## src/rtl/core/dpa_pkg.sv

```systemverilog
// shared constants, types and arithmetic helpers for the director averaging block
`default_nettype none
package dpa_pkg;

  localparam int FRAC_BITS = 30;
  localparam int DW  = 32;   // director component
  localparam int XW  = 36;   // rounded cross and triple products
  localparam int NW  = 40;   // numerator sum
  localparam int MW  = 33;   // multiplier operand
  localparam int PW  = 66;   // multiplier product and accumulator
  localparam int LW  = 64;   // squared cross length
  localparam int XAW = 108;  // scaled dividend
  localparam int QW  = 41;   // quotient bits before the cap
  localparam int CW  = 6;    // divider step counter
  localparam int LIMW = 63;  // threshold registers
  localparam int AW  = 4;    // configuration address
  localparam int PDW = 64;   // configuration data

  localparam logic [AW-1:0] REG_PARALLEL = AW'(0);
  localparam logic [AW-1:0] REG_SINGULAR = AW'(8);

  localparam logic [LIMW-1:0] PARALLEL_RST = LIMW'(1152922);
  localparam logic [LIMW-1:0] SINGULAR_RST = LIMW'(115292);

  localparam logic [QW-1:0] QCAP = QW'(1) << (QW - 1);

  typedef struct packed {
    logic start;
  } div_ctl_t;

  typedef struct packed {
    logic busy;
    logic done;
  } div_stat_t;

  // round half up to FRAC_BITS fraction bits
  function automatic logic signed [XW-1:0] rnd_shift(input logic signed [PW-1:0] x);
    logic signed [PW:0] t;
    logic signed [PW:0] s;
    t = $signed({x[PW-1], x}) + ($signed((PW+1)'(1)) <<< (FRAC_BITS - 1));
    s = t >>> FRAC_BITS;
    return s[XW-1:0];
  endfunction

  function automatic logic [1:0] nxt3(input logic [1:0] j);
    return (j == 2'd2) ? 2'd0 : j + 2'd1;
  endfunction

endpackage
`default_nettype wire

```

## src/rtl/core/dpa_div.sv

```systemverilog
// restoring divider, one quotient bit a cycle, capped quotient
`default_nettype none
module dpa_div (
  input  wire logic                    clk,
  input  wire logic                    rst_n,
  input  wire dpa_pkg::div_ctl_t       ctl,
  input  wire logic [dpa_pkg::XAW-1:0] numer,
  input  wire logic [dpa_pkg::LW-1:0]  denom,
  output dpa_pkg::div_stat_t           stat,
  output logic [dpa_pkg::QW-1:0]       quot
);
  import dpa_pkg::*;

  logic [LW-1:0] rem_r;
  logic [QW-1:0] lo_r;
  logic [QW-1:0] q_r;
  logic [CW-1:0] cnt_r;
  logic          busy_r;
  logic          done_r;
  logic [LW:0]   trial;
  logic          ge;
  logic [XAW-QW-1:0] top;

  assign top   = numer[XAW-1:QW];
  assign trial = {rem_r, lo_r[QW-1]};
  assign ge    = trial >= {1'b0, denom};

  always_ff @(posedge clk) begin
    if (!rst_n) begin
      busy_r <= 1'b0;
      done_r <= 1'b0;
      cnt_r  <= '0;
    end else begin
      done_r <= 1'b0;
      if (ctl.start) begin
        // quotient at or beyond 2^QW goes straight to the cap
        if (top >= (XAW-QW)'(denom)) begin
          q_r    <= QCAP;
          done_r <= 1'b1;
        end else begin
          rem_r  <= top[LW-1:0];
          lo_r   <= numer[QW-1:0];
          q_r    <= '0;
          cnt_r  <= CW'(QW);
          busy_r <= 1'b1;
        end
      end else if (busy_r) begin
        rem_r <= ge ? LW'(trial - {1'b0, denom}) : trial[LW-1:0];
        lo_r  <= {lo_r[QW-2:0], 1'b0};
        q_r   <= {q_r[QW-2:0], ge};
        cnt_r <= cnt_r - CW'(1);
        if (cnt_r == CW'(1)) begin
          busy_r <= 1'b0;
          done_r <= 1'b1;
        end
      end
    end
  end

  assign stat.busy = busy_r;
  assign stat.done = done_r;
  assign quot      = (q_r > QCAP) ? QCAP : q_r;

endmodule
`default_nettype wire

```

## config.mk

```make
export PLATFORM = sky130hd
export DESIGN_NAME = dpa_div
export DESIGN_NICKNAME = d
export VERILOG_FILES = /design/src/rtl/core/dpa_pkg.sv /design/src/rtl/core/dpa_div.sv
export SDC_FILE = /design/constraint.sdc
export NUM_CORES = 1
export LEC_CHECK = 0
export BUFFER_PORTS_ARGS = -buffer_cell sky130_fd_sc_hd__buf_2
export CELL_PAD_IN_SITES_DETAIL_PLACEMENT = 0
export CELL_PAD_IN_SITES_GLOBAL_PLACEMENT = 2
export CORE_MARGIN = 8
export CORE_UTILIZATION = 38
export CTS_BUF_LIST = sky130_fd_sc_hd__clkbuf_16
export DETAILED_ROUTE_END_ITERATION = 10
export PLACE_DENSITY = 0.95
export RECOVER_POWER = 25
export SLEW_MARGIN = 20
export SYNTH_ARGS = -nofsm -noshare
export SYNTH_HDL_FRONTEND = slang
export SYNTH_SLANG_ARGS = --single-unit
```

## constraint.sdc

```tcl
create_clock -name clk -period 19.6 [get_ports clk]
set_input_delay 2.94 -clock clk [delete_from_list [all_inputs] [get_ports clk]]
set_output_delay 2.94 -clock clk [all_outputs]
set_load 0.005 [all_outputs]
```

==> metrics.md <==
| Metric | Value |
|---|---|
| Endpoints failing hold | 0 |
| Initial antenna violation count | 2 |
| Area leader, netlist | edfxtp_1 |
| Floorplan row count | 67 |
| Wire per inst | 18.6 µm |
| Vias | 11081 |
| Antenna viol nets, final | 0 |
| Startpoint Class | primary input |
| Setup TNS | 0 ns |
| Tmin final | 8.03 ns |
| Total Power | 999 µW |
| Pwr Density | 67.7 mW/mm² |
| Critical path type | primary input to flop |
| Unrepaired setup endpoints after global routing | false |
| Post-cts resize count | 0 |
| Cell internal pwr | 664 µW |
| Mean area per synthesized cell | 9.08 µm² |
| Slew @ Worst Pin | 3.40 ns |
| Max-Cap Viols | 3 |
| Met1 Resource Use GR | 0.255 |
| Total Wirelength | 38000 µm |
| Setup Fix Bufs, Post-CTS | 0 |
| Area Overhead vs Synth | 15.6% |
| Worst min path class | flop to flop |
| Clk Latency, worst-skew pair | 0.44 ns |
| Initial Utilization | 0.384 |
| Slew HR | -1.27 |
| Area after DPL | 0.0142 mm² |
| Sequential Area | 0.00454 mm² |
| Largest cells by area after synthesis | edfxtp_1, ha_1, nand2_1, a21oi_1, a21o_1 |
| WP data arrival | 8.19 ns |
| Die area | 0.0397 mm² |
| Die height | 199 µm |
| Final instance area | 0.0148 mm² |
| Share of the synthesized area in the top cell type | 0.343 |
| Worst-path fanout max | 74 |
| Die width | 199 µm |
| Initial DRC Count | 735 |
| Slowest-stage cell, CP | clkbuf_1 |
| Cell Area, Synth | 0.0128 mm² |
| Most numerous cell in the Yosys netlist | nand2_1 |
| Share of cells above drive strength 1 | 0.197 |
| CTS Buffer Depth | 2 |
| Clock transition at the registers of the reported paths | 0.06 ns |
| Vias per cell | 5.43 |
| Combinational share of power | 0.269 |
| Number of global-route vias before repair | 10923 |
| First-pass DRT Iterations | 5 |
| Switching Fraction | 0.335 |
| Final worst path period share | 0.410 |
| Sequential area share after synthesis | 0.356 |
| Cell Chain, Critical Path | clkbuf_1, clkbuf_1, mux2_2 |
| Sw power | 335 µW |
| EDFF count, synth | 146 |
| Final setup viols | 0 |
| # DRC | 0 |
| GR peak layer | met2 |
| Synth Flop Type | edfxtp_1 |
| Area of the multi-input gates | 0.00759 mm² |
| TritonCTS clock tree | built |
| Worst VDD drop | 0.0000586 V |
| Leakage Power | 0.00655 µW |
| PortBufs | 217 |
| Post-Place Worst Slack | 12.05 ns |
| First-pass GRT wire length | 59000 µm |
| Max-slew violation count | 176 |
| Ys async rst share | 0 |
| Crit path largest cell delay | 2.52 ns |
| Largest net degree at the start of global routing | 75 |
| Ys Warns | 0 |
| F_max | 125 MHz |
| Commonest cells in the netlist | nand2_1, edfxtp_1, ha_1 |
| Bufs and invs on worst path | 2 |
| Worst setup margin | 11.57 ns |
| TritonCTS Buffers | 17 |
| Post-synthesis register bit count | 154 |
| Critical path endpoint category | flop |
| CP Data Required Time | 19.77 ns |
| Delay-heaviest family, CP | buffers and inverters |
| Outcome | complete, but fails checks |
| Root buf cell | clkbuf_16 |
| Routability cong. | 0.863 |
| Clock power frac | 0.341 |
| Total GRT Usage | 0.186 |
| Synthesized netlist cell count | 1407 |
| Post-detail-place hpwl | 29600 µm |
| Post-CTS Hold Buffers | 0 |
| Violated checks | capacitance limit, slew limit |
| H-Tree Depth | 4 |
| CTS Sinks | 154 |
| Filler Cell Count | 3333 |
| Nets | 1886 |
| Syn nets | 1713 |
| Synth unique cells | 79 |
| Core footprint | 0.0333 mm² |
| Met3 Use GR | 0.0303 |
| GRT met2 Usage | 0.301 |
| Worst Skew | 0.0216 ns |
| Reg power frac | 0.390 |
| Ports | 218 |
| Grt total ovfl | 0 |
| Cell mode on critical path | clkbuf_1 |
[flip-flops by register name, summed over array words and instances, names as in the netlist]
name,flops
q_r,41
done_r,1
cnt_r,6
busy_r,1
rem_r,64
lo_r,41
[cell type report]
type                       count  share of cell area
clock buffer                  17              0.0288
antenna                        1            0.000170
sequential                   154               0.308
multi-input combinational   1095               0.514
tap                          448              0.0380
inverter                      87              0.0221
timing repair buffer         225              0.0773
clock inverter                15              0.0117
[per-stage QoR]
stage | hold slack (ns) | util | std cells
after detailed placement | 0.521 | 0.426 | 2008
after CTS | 0.529 | 0.444 | 2040
after floorplan | 0.497 | - | 1407
after global routing | 0.575 | 0.444 | 2042
final | 0.527 | 0.444 | 2042
after global placement | 0.513 | 0.426 | 2008
[layout by cell type, fill, tap and decap left out, types with 8 or more instances in the layout]
master | synthesis | layout
o21ai_0 | 66 | 66
mux2_2 | 41 | 41
a211oi_1 | 12 | 12
a21oi_1 | 104 | 104
o21a_1 | 8 | 8
clkbuf_16 | 0 | 17
xnor2_1 | 35 | 35
nand3_1 | 12 | 12
edfxtp_1 | 146 | 146
a21o_1 | 67 | 67
and3_1 | 21 | 21
and2_1 | 43 | 42
nor2b_1 | 44 | 44
ha_1 | 130 | 130
nor4_1 | 16 | 16
inv_1 | 86 | 86
nor3_1 | 11 | 11
a2bb2oi_1 | 9 | 9
o21bai_1 | 14 | 14
xor2_1 | 22 | 22
nor2_1 | 93 | 93
nand4_1 | 35 | 35
nand2_1 | 161 | 161
a31oi_1 | 48 | 47
buf_2 | 16 | 213
dfxtp_1 | 8 | 8
[tightest hold or removal path, stage by stage (launching register included)]
cell     delay [ns]
dfxtp_1        0.33
nor2_1         0.10
a21oi_1        0.06
[per-layer routing]
layer  wire length (µm)  vias up  share of wire
met5                  8        -        0.00021
met3               2130       36          0.056
met1              17900     5243           0.47
li1                   -     5507              -
met2              17400      293           0.46
met4                580        2          0.015
[cell families after synthesis]
kind of cell,count (synthesis),share of synthesized area
flops,154,0.356
simple gates,469,0.183
xor+xnor,57,0.0391
fa+ha+maj,131,0.129
buf+inv,158,0.0524
compound gates,392,0.201
mux,46,0.0401
[final timing paths]
check	from	depth (start not counted)	slack [ns]	end
max	ctl	3	11.57	lo_r[40]
min	cnt_r[5]	2	0.53	cnt_r[5]
max reg2reg	rem_r[11]	11	15.02	rem_r[1]
min reg2reg	cnt_r[5]	2	0.53	cnt_r[5]
[power by group through the flow]
stage,Clock [µW],Combinational (µW),Sequential [µW]
3_5_place_dp,0,266,397
4_1_cts,347,268,389
3_3_place_gp,0,263,396
6_report,341,269,390
2_1_floorplan,0,190,396
5_1_grt,358,299,391
Note: power is estimated with default switching activity, not from simulation.
